[src/rtl/tcsni_pkg.sv]
package tcsni_pkg;

  // Record and handshake constants
  localparam logic [7:0]  REC_HANDSHAKE   = 8'h16;
  localparam logic [7:0]  HS_CLIENT_HELLO = 8'h01;
  localparam logic [15:0] FIXED_SKIP_LEN  = 16'd37;   // 3 length bytes + version + random
  localparam logic [15:0] EXT_SERVER_NAME = 16'h0000;
  localparam logic [15:0] NAME_HOST       = 16'h0000;
  localparam logic [15:0] SNL_HDR_LEN     = 16'd2;    // server name list length field
  localparam logic [15:0] ENT_HDR_LEN     = 16'd3;    // entry type + entry length
  localparam logic [15:0] EXT_HDR_LEN     = 16'd4;    // extension type + extension length

  localparam int unsigned OUT_DEPTH = 2;

  // Result status codes
  typedef enum logic [2:0] {
    ST_NAME       = 3'd0,
    ST_NAME_LAST  = 3'd1,
    ST_EMPTY      = 3'd2,
    ST_FAIL       = 3'd3,
    ST_UNDECIDED  = 3'd4
  } status_t;

  // Parser phase, one-hot
  typedef enum logic [27:0] {
    PH_HDR_TYPE    = 28'h0000001,
    PH_HDR_VER1    = 28'h0000002,
    PH_HDR_VER2    = 28'h0000004,
    PH_HDR_LEN_HI  = 28'h0000008,
    PH_HDR_LEN_LO  = 28'h0000010,
    PH_HS_TYPE     = 28'h0000020,
    PH_FIXED_SKIP  = 28'h0000040,
    PH_SID_LEN     = 28'h0000080,
    PH_SID_SKIP    = 28'h0000100,
    PH_CS_LEN_HI   = 28'h0000200,
    PH_CS_LEN_LO   = 28'h0000400,
    PH_CS_SKIP     = 28'h0000800,
    PH_CM_LEN      = 28'h0001000,
    PH_CM_SKIP     = 28'h0002000,
    PH_EXTS_LEN_HI = 28'h0004000,
    PH_EXTS_LEN_LO = 28'h0008000,
    PH_EXT_TYPE_HI = 28'h0010000,
    PH_EXT_TYPE_LO = 28'h0020000,
    PH_EXT_LEN_HI  = 28'h0040000,
    PH_EXT_LEN_LO  = 28'h0080000,
    PH_EXT_SKIP    = 28'h0100000,
    PH_SNL_SKIP    = 28'h0200000,
    PH_ENT_TYPE    = 28'h0400000,
    PH_ENT_LEN_HI  = 28'h0800000,
    PH_ENT_LEN_LO  = 28'h1000000,
    PH_ENT_SKIP    = 28'h2000000,
    PH_NAME        = 28'h4000000,
    PH_DONE        = 28'h8000000
  } phase_t;

  // Phase groups
  localparam logic [27:0] MASK_EXT_LIST = 28'h3FF0000;  // extension type high .. entry skip
  localparam logic [27:0] MASK_EXT_BODY = 28'h3F00000;  // extension skip .. entry skip
  localparam logic [27:0] MASK_BODY     = 28'h7FFFFE0;  // handshake type .. name

  typedef struct packed {
    logic [7:0] name_byte;
    status_t    status;
  } result_t;

endpackage

[src/rtl/tcsni_core.sv]
module tcsni_core (
  input  logic              clk,
  input  logic              rst,
  input  logic              accept,
  input  logic [7:0]        payload_byte,
  input  logic              flow_start,
  input  logic              segment_last,
  output logic              res_valid,
  output tcsni_pkg::result_t res
);
  import tcsni_pkg::*;

  phase_t      parse_phase, parse_phase_next;
  logic [15:0] record_length, record_length_next;
  logic [15:0] record_offset, record_offset_next;
  logic [15:0] skip_count, skip_count_next;
  logic [15:0] extensions_left, extensions_left_next;
  logic [15:0] extension_type, extension_type_next;
  logic [15:0] extension_left, extension_left_next;
  logic [7:0]  length_high_byte, length_high_byte_next;
  logic        decided, decided_next;

  always_comb begin
    phase_t      ph;
    logic [15:0] w;
    logic [15:0] clip;
    logic [16:0] name_end;
    logic        skip_zero;
    logic        want_entry;
    logic        want_next;
    logic        fail;

    // flow start restarts the parser before the byte is taken
    ph                    = flow_start ? PH_HDR_TYPE : parse_phase;
    parse_phase_next      = ph;
    record_length_next    = flow_start ? 16'd0 : record_length;
    record_offset_next    = flow_start ? 16'd0 : record_offset;
    skip_count_next       = flow_start ? 16'd0 : skip_count;
    extensions_left_next  = flow_start ? 16'd0 : extensions_left;
    extension_type_next   = flow_start ? 16'd0 : extension_type;
    extension_left_next   = flow_start ? 16'd0 : extension_left;
    length_high_byte_next = flow_start ? 8'd0  : length_high_byte;
    decided_next          = flow_start ? 1'b0  : decided;

    w          = {length_high_byte_next, payload_byte};
    clip       = 16'd0;
    name_end   = 17'd0;
    want_entry = 1'b0;
    want_next  = 1'b0;
    fail       = 1'b0;
    res_valid  = 1'b0;
    res.name_byte = 8'd0;
    res.status    = ST_NAME;

    // shared skip counter step
    if (skip_count_next != 16'd0) begin
      skip_count_next = skip_count_next - 16'd1;
    end
    skip_zero = (skip_count_next == 16'd0);
    // the decrement is only kept in skip phases; others overwrite or restore below
    if (!(ph == PH_FIXED_SKIP || ph == PH_SID_SKIP || ph == PH_CS_SKIP ||
          ph == PH_CM_SKIP || ph == PH_SNL_SKIP || ph == PH_ENT_SKIP || ph == PH_NAME)) begin
      skip_count_next = flow_start ? 16'd0 : skip_count;
    end

    if ((logic'(|(ph & MASK_BODY)))) begin
      record_offset_next = record_offset_next + 16'd1;
      if ((|(ph & MASK_EXT_LIST)) && extensions_left_next != 16'd0) begin
        extensions_left_next = extensions_left_next - 16'd1;
      end
      if ((|(ph & MASK_EXT_BODY)) && extension_left_next != 16'd0) begin
        extension_left_next = extension_left_next - 16'd1;
      end
    end

    unique case (ph) inside
      PH_HDR_TYPE: begin
        if (payload_byte != REC_HANDSHAKE) fail = 1'b1;
        else parse_phase_next = PH_HDR_VER1;
      end
      PH_HDR_VER1: parse_phase_next = PH_HDR_VER2;
      PH_HDR_VER2: parse_phase_next = PH_HDR_LEN_HI;
      PH_HDR_LEN_HI: begin
        length_high_byte_next = payload_byte;
        parse_phase_next      = PH_HDR_LEN_LO;
      end
      PH_HDR_LEN_LO: begin
        record_length_next = w;
        record_offset_next = 16'd0;
        parse_phase_next   = PH_HS_TYPE;
      end
      PH_HS_TYPE: begin
        if (payload_byte != HS_CLIENT_HELLO) begin
          fail = 1'b1;
        end else begin
          skip_count_next  = FIXED_SKIP_LEN;
          parse_phase_next = PH_FIXED_SKIP;
        end
      end
      PH_FIXED_SKIP: if (skip_zero) parse_phase_next = PH_SID_LEN;
      PH_SID_LEN: begin
        if (payload_byte == 8'd0) begin
          parse_phase_next = PH_CS_LEN_HI;
        end else begin
          skip_count_next  = {8'd0, payload_byte};
          parse_phase_next = PH_SID_SKIP;
        end
      end
      PH_SID_SKIP: if (skip_zero) parse_phase_next = PH_CS_LEN_HI;
      PH_CS_LEN_HI, PH_EXTS_LEN_HI, PH_EXT_TYPE_HI, PH_EXT_LEN_HI, PH_ENT_LEN_HI: begin
        length_high_byte_next = payload_byte;
        parse_phase_next      = phase_t'({ph[26:0], 1'b0});
      end
      PH_CS_LEN_LO: begin
        if (w == 16'd0) begin
          parse_phase_next = PH_CM_LEN;
        end else begin
          skip_count_next  = w;
          parse_phase_next = PH_CS_SKIP;
        end
      end
      PH_CS_SKIP: if (skip_zero) parse_phase_next = PH_CM_LEN;
      PH_CM_LEN: begin
        if (payload_byte == 8'd0) begin
          parse_phase_next = PH_EXTS_LEN_HI;
        end else begin
          skip_count_next  = {8'd0, payload_byte};
          parse_phase_next = PH_CM_SKIP;
        end
      end
      PH_CM_SKIP: if (skip_zero) parse_phase_next = PH_EXTS_LEN_HI;
      PH_EXTS_LEN_LO: begin
        extensions_left_next = w;
        want_next            = 1'b1;
      end
      PH_EXT_TYPE_LO: begin
        extension_type_next = w;
        parse_phase_next    = PH_EXT_LEN_HI;
      end
      PH_EXT_LEN_LO: begin
        extension_left_next = w;
        if (extension_type_next == EXT_SERVER_NAME && w >= SNL_HDR_LEN) begin
          skip_count_next  = SNL_HDR_LEN;
          parse_phase_next = PH_SNL_SKIP;
        end else if (w == 16'd0) begin
          want_next = 1'b1;
        end else begin
          parse_phase_next = PH_EXT_SKIP;
        end
      end
      PH_EXT_SKIP: if (extension_left_next == 16'd0) want_next = 1'b1;
      PH_SNL_SKIP, PH_ENT_SKIP: if (skip_zero) want_entry = 1'b1;
      PH_ENT_TYPE: begin
        extension_type_next = {8'd0, payload_byte};
        parse_phase_next    = PH_ENT_LEN_HI;
      end
      PH_ENT_LEN_LO: begin
        if (extension_type_next == NAME_HOST) begin
          name_end = {1'b0, record_offset_next} + {1'b0, w};
          if (name_end > {1'b0, record_length_next}) begin
            fail = 1'b1;
          end else if (w == 16'd0) begin
            decided_next     = 1'b1;
            parse_phase_next = PH_DONE;
            res_valid        = 1'b1;
            res.status       = ST_EMPTY;
          end else begin
            decided_next     = 1'b1;
            skip_count_next  = w;
            parse_phase_next = PH_NAME;
          end
        end else begin
          clip = (w < extension_left_next) ? w : extension_left_next;
          if (clip == 16'd0) begin
            want_entry = 1'b1;
          end else begin
            skip_count_next  = clip;
            parse_phase_next = PH_ENT_SKIP;
          end
        end
      end
      PH_NAME: begin
        res_valid     = 1'b1;
        res.name_byte = payload_byte;
        if (skip_zero) begin
          parse_phase_next = PH_DONE;
          res.status       = ST_NAME_LAST;
        end else begin
          res.status = ST_NAME;
        end
      end
      PH_DONE: ;
      default: ;
    endcase

    // next entry header, or end of this extension
    if (want_entry) begin
      if (extension_left_next >= ENT_HDR_LEN) begin
        parse_phase_next = PH_ENT_TYPE;
      end else if (extension_left_next == 16'd0) begin
        want_next = 1'b1;
      end else begin
        parse_phase_next = PH_EXT_SKIP;
      end
    end

    // next extension header needs four bytes of the list
    if (want_next) begin
      if (extensions_left_next < EXT_HDR_LEN) fail = 1'b1;
      else parse_phase_next = PH_EXT_TYPE_HI;
    end

    // record end reached with nothing decided
    if (!fail && !res_valid && !decided_next && (|(parse_phase_next & MASK_BODY)) &&
        record_offset_next >= record_length_next) begin
      fail = 1'b1;
    end

    if (fail) begin
      decided_next     = 1'b1;
      parse_phase_next = PH_DONE;
      res_valid        = 1'b1;
      res.name_byte    = 8'd0;
      res.status       = ST_FAIL;
    end else if (!res_valid && !decided_next && segment_last) begin
      res_valid     = 1'b1;
      res.name_byte = 8'd0;
      res.status    = ST_UNDECIDED;
    end
  end

  always_ff @(posedge clk) begin
    if (rst) begin
      parse_phase      <= PH_HDR_TYPE;
      record_length    <= 16'd0;
      record_offset    <= 16'd0;
      skip_count       <= 16'd0;
      extensions_left  <= 16'd0;
      extension_type   <= 16'd0;
      extension_left   <= 16'd0;
      length_high_byte <= 8'd0;
      decided          <= 1'b0;
    end else if (accept) begin
      parse_phase      <= parse_phase_next;
      record_length    <= record_length_next;
      record_offset    <= record_offset_next;
      skip_count       <= skip_count_next;
      extensions_left  <= extensions_left_next;
      extension_type   <= extension_type_next;
      extension_left   <= extension_left_next;
      length_high_byte <= length_high_byte_next;
      decided          <= decided_next;
    end
  end

endmodule

[src/rtl/tcsni_outq.sv]
module tcsni_outq (
  input  logic               clk,
  input  logic               rst,
  input  logic               wr,
  input  tcsni_pkg::result_t wr_data,
  output logic               space,
  output logic               valid,
  input  logic               ready,
  output tcsni_pkg::result_t rd_data
);
  import tcsni_pkg::*;

  result_t    mem [OUT_DEPTH];
  logic       wr_ptr;
  logic       rd_ptr;
  logic [1:0] count, count_next;
  logic       rd;

  assign valid   = (count != 2'd0);
  assign space   = (count != 2'(OUT_DEPTH));
  assign rd      = valid && ready;
  assign rd_data = mem[rd_ptr];

  always_comb begin
    count_next = count;
    case ({wr, rd})
      2'b10:   count_next = count + 2'd1;
      2'b01:   count_next = count - 2'd1;
      default: count_next = count;
    endcase
  end

  always_ff @(posedge clk) begin
    if (wr) begin
      mem[wr_ptr] <= wr_data;
    end
  end

  always_ff @(posedge clk) begin
    if (rst) begin
      wr_ptr <= 1'b0;
      rd_ptr <= 1'b0;
      count  <= 2'd0;
    end else begin
      if (wr) wr_ptr <= ~wr_ptr;
      if (rd) rd_ptr <= ~rd_ptr;
      count <= count_next;
    end
  end

endmodule

[src/rtl/tls_client_hello_sni_parser.sv]
// TLS ClientHello server-name extractor for one TCP flow.
// Slave side: one payload byte per word. s_tuser marks the first byte of a
// new flow (the parser restarts before taking it), s_tlast marks the last
// byte of a delivered segment.
// Master side: zero or one result word per payload byte. m_tdata carries a
// host-name byte, m_tuser the status: 0 name byte, 1 final name byte,
// 2 empty name, 3 failed, 4 segment ended undecided.
// Each byte is handled in the cycle it is accepted; its result word is
// registered into the result queue. One byte per cycle is sustained
// as long as results are drained; the two-word result queue sets how far
// the receiver may fall behind before s_tready drops.
// Reset: parser waits for a record header, result queue is empty.
// When m_tready is held low the queue fills and s_tready falls; no word is
// lost and the parser state stays put until bytes flow again.
module tls_client_hello_sni_parser (
  input  logic       clk,
  input  logic       rst,
  input  logic       s_tvalid,
  output logic       s_tready,
  input  logic [7:0] s_tdata,   // [7:0] payload_byte
  input  logic       s_tuser,   // [0] flow_start
  input  logic       s_tlast,   // segment_last
  output logic       m_tvalid,
  input  logic       m_tready,
  output logic [7:0] m_tdata,   // [7:0] name_byte
  output logic [2:0] m_tuser    // [2:0] status
);
  import tcsni_pkg::*;

  logic    accept;
  logic    res_valid;
  result_t res;
  result_t head;
  logic    space;

  // a byte is taken only when the queue can hold its possible result
  assign s_tready = space;
  assign accept   = s_tvalid && s_tready;

  tcsni_core u_core (
    .clk          (clk),
    .rst          (rst),
    .accept       (accept),
    .payload_byte (s_tdata),
    .flow_start   (s_tuser),
    .segment_last (s_tlast),
    .res_valid    (res_valid),
    .res          (res)
  );

  tcsni_outq u_outq (
    .clk     (clk),
    .rst     (rst),
    .wr      (accept && res_valid),
    .wr_data (res),
    .space   (space),
    .valid   (m_tvalid),
    .ready   (m_tready),
    .rd_data (head)
  );

  assign m_tdata = head.name_byte;
  assign m_tuser = head.status;

endmodule

[config.mk]
export PLATFORM = sky130hd
export DESIGN_NAME = tls_client_hello_sni_parser
export DESIGN_NICKNAME = d
export VERILOG_FILES = /design/src/rtl/tcsni_pkg.sv /design/src/rtl/tcsni_core.sv /design/src/rtl/tcsni_outq.sv /design/src/rtl/tls_client_hello_sni_parser.sv
export SDC_FILE = /design/constraint.sdc
export NUM_CORES = 1
export LEC_CHECK = 0
export BUFFER_PORTS_ARGS = -buffer_cell sky130_fd_sc_hd__buf_2
export CORE_MARGIN = 2
export CORE_UTILIZATION = 65
export DETAILED_ROUTE_END_ITERATION = 7
export PLACE_DENSITY_LB_ADDON = 0.05
export SETUP_SLACK_MARGIN = 0.1
export SLEW_MARGIN = 20
export SYNTH_ARGS = -nofsm -noshare
export SYNTH_HDL_FRONTEND = slang
export SYNTH_SLANG_ARGS = --single-unit
[constraint.sdc]
create_clock -name clk -period 31.5 [get_ports clk]
set_input_delay 4.725 -clock clk [delete_from_list [all_inputs] [get_ports clk]]
set_output_delay 4.725 -clock clk [all_outputs]
set_load 0.01 [all_outputs]
==> Word level (Yosys, flattened, before mapping) <==
Memory sizes are Yosys's and may differ from the RTL's. A register that Yosys moved wholly into a read port is not among the register bits.
Cells that the tools add are included.
W data, S select, Z words.
{ "op_classes": {"mux": 95, "n_bitwise": 2, "add_sub_neg": 7, "magnitude_cmp": 6, "n_reduce_logical": 41, "n_eq_ne": 32} }
{ "ops": {"columns": ["op", "count"], "rows": [
  ["$mux W28", 20],
  ["$pmux W28 S19", 1],
  ["$mux W16", 25],
  ["$logic_not A16 Y1", 6],
  ["$pmux W16 S5", 1],
  ["$reduce_bool A16 Y1", 3],
  ["$sub A16 B1 Y16 const B", 3],
  ["$reduce_or A22 Y1", 2],
  ["$ge A16 B2 Y1 const B", 2],
  ["$pmux W16 S2", 1],
  ["$mux W1", 30],
  ["$eq A28 B1 Y1 const B", 1],
  ["$eq A28 B10 Y1 const B", 1],
  ["$eq A28 B11 Y1 const B", 1],
  ["$eq A28 B12 Y1 const B", 1],
  ["$eq A28 B13 Y1 const B", 1],
  ["$eq A28 B14 Y1 const B", 1],
  ["$eq A28 B15 Y1 const B", 1],
  ["$eq A28 B16 Y1 const B", 1],
  ["$eq A28 B17 Y1 const B", 1],
  ["$eq A28 B18 Y1 const B", 1],
  ["$eq A28 B19 Y1 const B", 1],
  ["$eq A28 B2 Y1 const B", 1],
  ["$eq A28 B20 Y1 const B", 1],
  ["48 further kinds", 76]
]} }
{ "totals": {"memories": 1, "mem_bits_rw": 22, "register_bits": 137, "wordCells": 196, "output_inout_bits": 13} }
{ "memory_table": {"columns": ["name", "depth", "width", "rd", "rd_ports_with_merged_regs", "write_ports", "line", "source"], "rows": [
  ["u_outq.mem", 2, 11, 1, 1, 1, "tcsni_outq.sv:13", "result_t mem [OUT_DEPTH];"]
]} }

==> Depth between registers and ports, before layout <==
{ "logic_depth": {"ltp_word": 24, "depth_mapped": 43, "ltp_nobuf": 36} }

==> Hierarchy <==
A second synthesis with hierarchy kept.
{ "hier_totals": {"hier_cells": 1760, "hier_area_um2": 13123.8} }
{ "by_module_without_submodules": {"columns": ["module", "cells_each", "area_per_inst_um2", "instances"], "rows": [
  ["tcsni_core", 1701, 12107.9, 1],
  ["tcsni_outq", 57, 1003.5, 1],
  ["tls_client_hello_sni_parser", 2, 12.5, 1]
]} }

==> Worst setup path after synthesis <==
No wires, ideal clock.
{ "synth_timing": {"path_type": "in2reg", "start": "input port s_tuser", "end": "memory u_outq.mem[0][0] in the netlist's numbering (enable)", "setup_ns": 0.400, "path_slack_ns": 18.323, "arrival_time_ns": 12.777, "cell_stages": 39, "path_buffers": 9, "cell_sequence": "buf_2 -> buf_2 -> clkbuf_1 -> clkbuf_1 -> buf_1 -> clkbuf_1 -> buf_1 -> buf_1 -> nor2b_1 -> ha_1 -> mux2i_1 -> inv_1 -> ha_1 -> a21o_1 -> a21oi_1 -> o21bai_1 -> a21oi_1 -> o21bai_1 -> [... 3 more ...] -> o21ai_0 -> a211o_1 -> a21oi_1 -> xnor2_1 -> ha_1 -> inv_1 -> nor4_1 -> a22oi_1 -> o31a_1 -> a311o_1 -> or3_1 -> nor2_1 -> a211oi_1 -> o2111ai_1 -> o31ai_4 -> and2_1 -> buf_2 -> a311oi_1"} }
{ "synth_via": {"elab_chain_len": 24} }
{ "synth_lines": {"columns": ["item", "line", "source"], "rows": [
  ["from (decl)", "tls_client_hello_sni_parser.sv:21", "input logic s_tuser,"],
  ["parallel branches: the longest is 20 deep, another holds $add A16 B16 Y17", null, null],
  ["$mux W1 (*)", "tcsni_core.sv:219", "if (fail) begin"],
  ["$logic_and A1 B1 Y1 (*)", "tls_client_hello_sni_parser.sv:54", ".wr (accept && res_valid),"],
  ["$mux W1 (*)", "tcsni_outq.sv:34", "if (wr) begin"],
  ["$mux W1 (implied by the code) (*)", "tcsni_outq.sv:35", "mem[wr_ptr] <= wr_data;"],
  ["to (decl)", "tcsni_outq.sv:13", null]
]} }
Mark *: on every way between the ends.

==> Worst setup path in the final report <==
{ "layout_timing": {"start": "input port s_tuser", "end": "register u_outq.count[1]"} }
{ "layout_via": {"elab_chain_len": 24} }
{ "layout_lines": {"columns": ["item", "line", "source"], "rows": [
  ["parallel branches: the longest is 20 deep, another holds $add A16 B16 Y17", null, null],
  ["$mux W1 (*)", "tcsni_core.sv:219", null],
  ["$logic_and A1 B1 Y1 (*)", "tls_client_hello_sni_parser.sv:54", null],
  ["$eq A2 B1 Y1 or $eq A2 B2 Y1 (tied branches)", "tcsni_outq.sv:26", "case ({wr, rd})"],
  ["$pmux W2 S2 or $reduce_bool A2 Y1 (tied branches)", null, null],
  ["to (signal assigned)", "tcsni_outq.sv:47", "count <= count_next;"],
  ["to (decl)", "tcsni_outq.sv:16", "logic [1:0] count, count_next;"]
]} }
Marked as above.
A chain may end at the register's enable or synchronous reset.

==> impl_summary.log <==
INFO  metric routed_wl = 47100 um
INFO  metric ffs_w_async_s_r_synth = 0%
INFO  metric comb_power_share = 31.0%
INFO  metric totalNegativeSetupSlack = 0 ns
INFO  metric post_drt_wl_per_cell = 22.9 um
INFO  metric timing.critical_path.max_delay_family = compound AO/OA/AOI/OAI gates
INFO  metric post_synth_num_cell_types = 88
INFO  metric netSwitchingFraction = 39.0%
INFO  metric worstSetupEndpointType = flip-flop
INFO  metric finalHoldWorstSlack = 0.453 ns
INFO  metric crit-reg2reg-launch = u_core.parse_phase[22]$_SDFFE_PP0P_
INFO  metric ir_drop = 0.0000376 V
INFO  metric setup-violations-final = 0
INFO  metric critical_path.slowest_cell = o31ai_4
INFO  metric critPathBufInv = 3
INFO  metric power_report.internal_total = 0.402 mW
INFO  metric grt_setup_unrepaired = no
INFO  metric worstHoldEndpoint = u_core.record_length[0]$_SDFFE_PP0P_
INFO  metric clk-insertion-delay-late = 0.45 ns
INFO  metric yosys_register_bits = 160
INFO  metric power_density = 46.7 nW/um^2
INFO  metric critical_path.max_stage_delay = 0.77 ns
INFO  metric whs_path_depth = 2
INFO  metric postCtsSetupRepairBufs = 0
INFO  metric cts-htree-levels = 4
INFO  metric worst-endpoint-arrival = 14.07 ns
INFO  metric post-route-period-util = 43.5%
INFO  metric combined_area_of_all_synthesized_cells = 13400 um^2
INFO  metric detailroute.via_count = 14700
INFO  metric ctsHoldBuffers = 0
INFO  metric timing_hold_violations_final = 0
INFO  metric tritoncts.num_buffers = 17
INFO  metric chipHeight = 148 um
INFO  metric drt-pass1-iter-count = 6
INFO  metric antenna_found_initial = 1
INFO  metric finalMaxSlewViolations = 0
INFO  metric core.rowCount = 52
INFO  metric total_number_of_clock_tree_sinks = 160
INFO  metric ant_nets = 0
INFO  metric ctsResizeCount = 0
INFO  metric timing.critical_path.mode_cell = a21oi_1
INFO  metric power.leakage = 5.29 nW
INFO  metric port_buffers = 26
INFO  metric max_freq = 73.0 MHz
INFO  metric timing.reg2reg.worst_path_depth = 35
INFO  metric maximum_number_of_pins_on_one_net_before_global_route_repair = 65
INFO  metric worst_slew_slack_as_a_fraction_of_its_limit = 26.8%
INFO  metric hpwl = 33700 um
INFO  metric final_layout_size_suffix_gt1_share = 7.70%
INFO  metric synthToLayoutAreaGrowth = 5.18%
INFO  metric synth.avg_cell_area = 7.30 um^2
INFO  metric synth.yosys.warnings = 0
INFO  metric reg2reg_slack = 21.80 ns
INFO  metric routabilityCongestion = 1.02
INFO  metric detail_route.iter0.violations = 1568
INFO  metric worst_setup_path_start_kind = input port
INFO  metric vias_per_cell = 7.15
INFO  metric worst_hold_startpoint = u_core.record_length[0]$_SDFFE_PP0P_
INFO  metric r2r_end = u_outq.count[1]$_SDFFE_PP0P_
INFO  metric syn-num-nets = 1925
INFO  metric critPathKind = input port to flip-flop
INFO  metric dieArea = 21800 um^2
INFO  metric via_count_of_the_first_global_routing_pass = 13700
INFO  metric cts.root.buffer_cell = clkbuf_16
INFO  metric final_net_count = 1852
INFO  metric grt-ovfl-total = 0
INFO  metric synth_edf_count = 22
INFO  metric status = completed
INFO  metric drv_cap = 0
INFO  metric cts.clk_slew.worst_paths = 0.08 ns
INFO  metric cts_max_path_buffers = 2
INFO  metric min-delay-path-class = flip-flop to flip-flop
INFO  metric final.setup_skew = 0.0153 ns
INFO  metric synth.yosys.seq_area_share = 25.5%
INFO  metric grt_first_pass_wirelength = 73600 um
INFO  metric crit_path_max_fanout = 48
INFO  metric power.share.clock = 31.7%
INFO  metric synthCells = 1840
INFO  metric drc = 0
INFO  metric tritoncts = done
INFO  metric part_of_the_power_in_registers = 37.4%
INFO  metric design.core.area = 20200 um^2
INFO  metric worstMarginPinSlew = 1.09 ns
INFO  metric total_switching_power = 0.258 mW
INFO  metric cp_data_required_time = 31.88 ns
INFO  metric pin_count = 27
INFO  metric initial_core_util = 66.4%
INFO  metric final.min_clock_period = 13.70 ns
INFO  metric synth_flop_cell = dfxtp_1
INFO  metric grt_usage = 42.6%
INFO  metric floorplan_die_width = 148 um
## tightest hold or removal path, stage by stage, from the launching register on
cell,delay [ns]
dfxtp_1,0.31
nand2_1,0.05
a21oi_1,0.05
## power by group through the flow
stage	sequential, mW	combinational, mW	clock, mW
after floorplan	0.240	0.151	0
after global placement	0.250	0.193	0
after detailed placement	0.251	0.198	0
after CTS	0.246	0.199	0.207
after global routing	0.249	0.221	0.217
final	0.247	0.204	0.209
## logic make-up after synthesis
| logic type | share of synthesized area (%) |
|---|---|
| DFF | 25.5 |
| xor gates and xnor gates | 4.04 |
| buffers and inverters | 5.31 |
| and+or+nand+nor | 28.8 |
| AOI/OAI and AO/OA | 27.7 |
| muxes | 1.93 |
| adders and majority gates | 6.67 |
## sequential cells by signal, summed over array words and instances, names as in the netlist, named ones only
name / count
u_core.extension_type: 16
u_outq.count: 2
u_outq.mem: 22
u_core.skip_count: 16
u_core.decided: 1
u_core.extensions_left: 16
u_outq.rd_ptr: 1
u_outq.wr_ptr: 1
u_core.record_offset: 16
u_core.extension_left: 16
u_core.record_length: 16
u_core.length_high_byte: 8
u_core.parse_phase: 28
## through the flow
| step | power, mW | worst slack, ns | utilization (%) | cells | cell area (um^2) |
|---|---|---|---|---|---|
| final | 0.660 | 17.80 | 69.8 | 2051 | 14100 |
| after global routing | 0.687 | 17.30 | 69.8 | 2050 | 14100 |
| after detailed placement | 0.448 | 17.77 | 66.9 | 2018 | 13500 |
| after global placement | 0.443 | 18.14 | 66.9 | 2018 | 13500 |
| after CTS | 0.652 | 18.09 | 69.8 | 2050 | 14100 |
| after floorplan | 0.391 | 18.32 | - | 1840 | 13400 |
## placed cells by master (no fill, tap or decap), drive strengths merged, types with 9 or more instances in the layout
master,n
ha,70
or3,20
o2111ai,10
nor2,232
nand3,39
nand4,27
o31ai,11
o21ai,94
mux2i,9
or4,14
clkbuf,18
a22oi,30
edfxtp,22
a211oi,41
buf,47
o221ai,11
nand2,206
a21oi,150
inv,50
nor2b,30
dfxtp,138
a32oi,9
xor2,24
nor4b,11
and2,26
a311oi,10
nor4,49
o211ai,29
mux2,15
and3,16
a31oi,27
nor3,66
xnor2,38
a21o,18
or2,12
o21a,20
nand2b,19
## Yosys cell counts, types with 38 or more instances
cell type    n  area [um^2]
a211oi_1    41          308
a21oi_1    149          746
clkbuf_1   108          405
dfxtp_1    138         2760
ha_1        70          876
inv_1       41          154
nand2_1    206          773
nand3_1     39          195
nor2_1     232          871
nor3_1      65          325
nor4_1      45          282
o21ai_0     88          440
xnor2_1     38          333
## layout make-up
cell class              instances  area (um^2)
clock buffers                  18          439
diodes                          1         2.50
clock inverters                14          136
repair buffers                 47          293
multi-input cells            1500         9340
fillers                      1730         6110
flip-flops and latches        160         3420
inverters                      41          154
well taps                     270          338
## worst max-delay path by stage
stage	from	cells past startpoint	slack [ns]	endpoint
4_1_cts	s_tuser	36	18.09	u_outq.count[1]$_SDFFE_PP0P_
3_3_place_gp	s_tuser	36	18.14	u_outq.count[1]$_SDFFE_PP0P_
5_1_grt	s_tuser	36	17.30	u_outq.count[1]$_SDFFE_PP0P_
6_report	s_tuser	36	17.80	u_outq.count[1]$_SDFFE_PP0P_
2_1_floorplan	s_tuser	39	18.32	u_outq.mem[0][0]$_DFFE_PP_
3_5_place_dp	s_tuser	36	17.77	u_outq.count[1]$_SDFFE_PP0P_
## per-layer routing
layer | GRT usage [%] | wire length (um) | up-vias
met4 | 23.8 | 2730 | 0
met5 | 0 | 0 | -
met1 | 53.2 | 18100 | 6828
li1 | - | - | 6679
met2 | 67.1 | 21000 | 940
met3 | 11.0 | 5180 | 209
No activity file was read; power rests on OpenSTA's default activity.
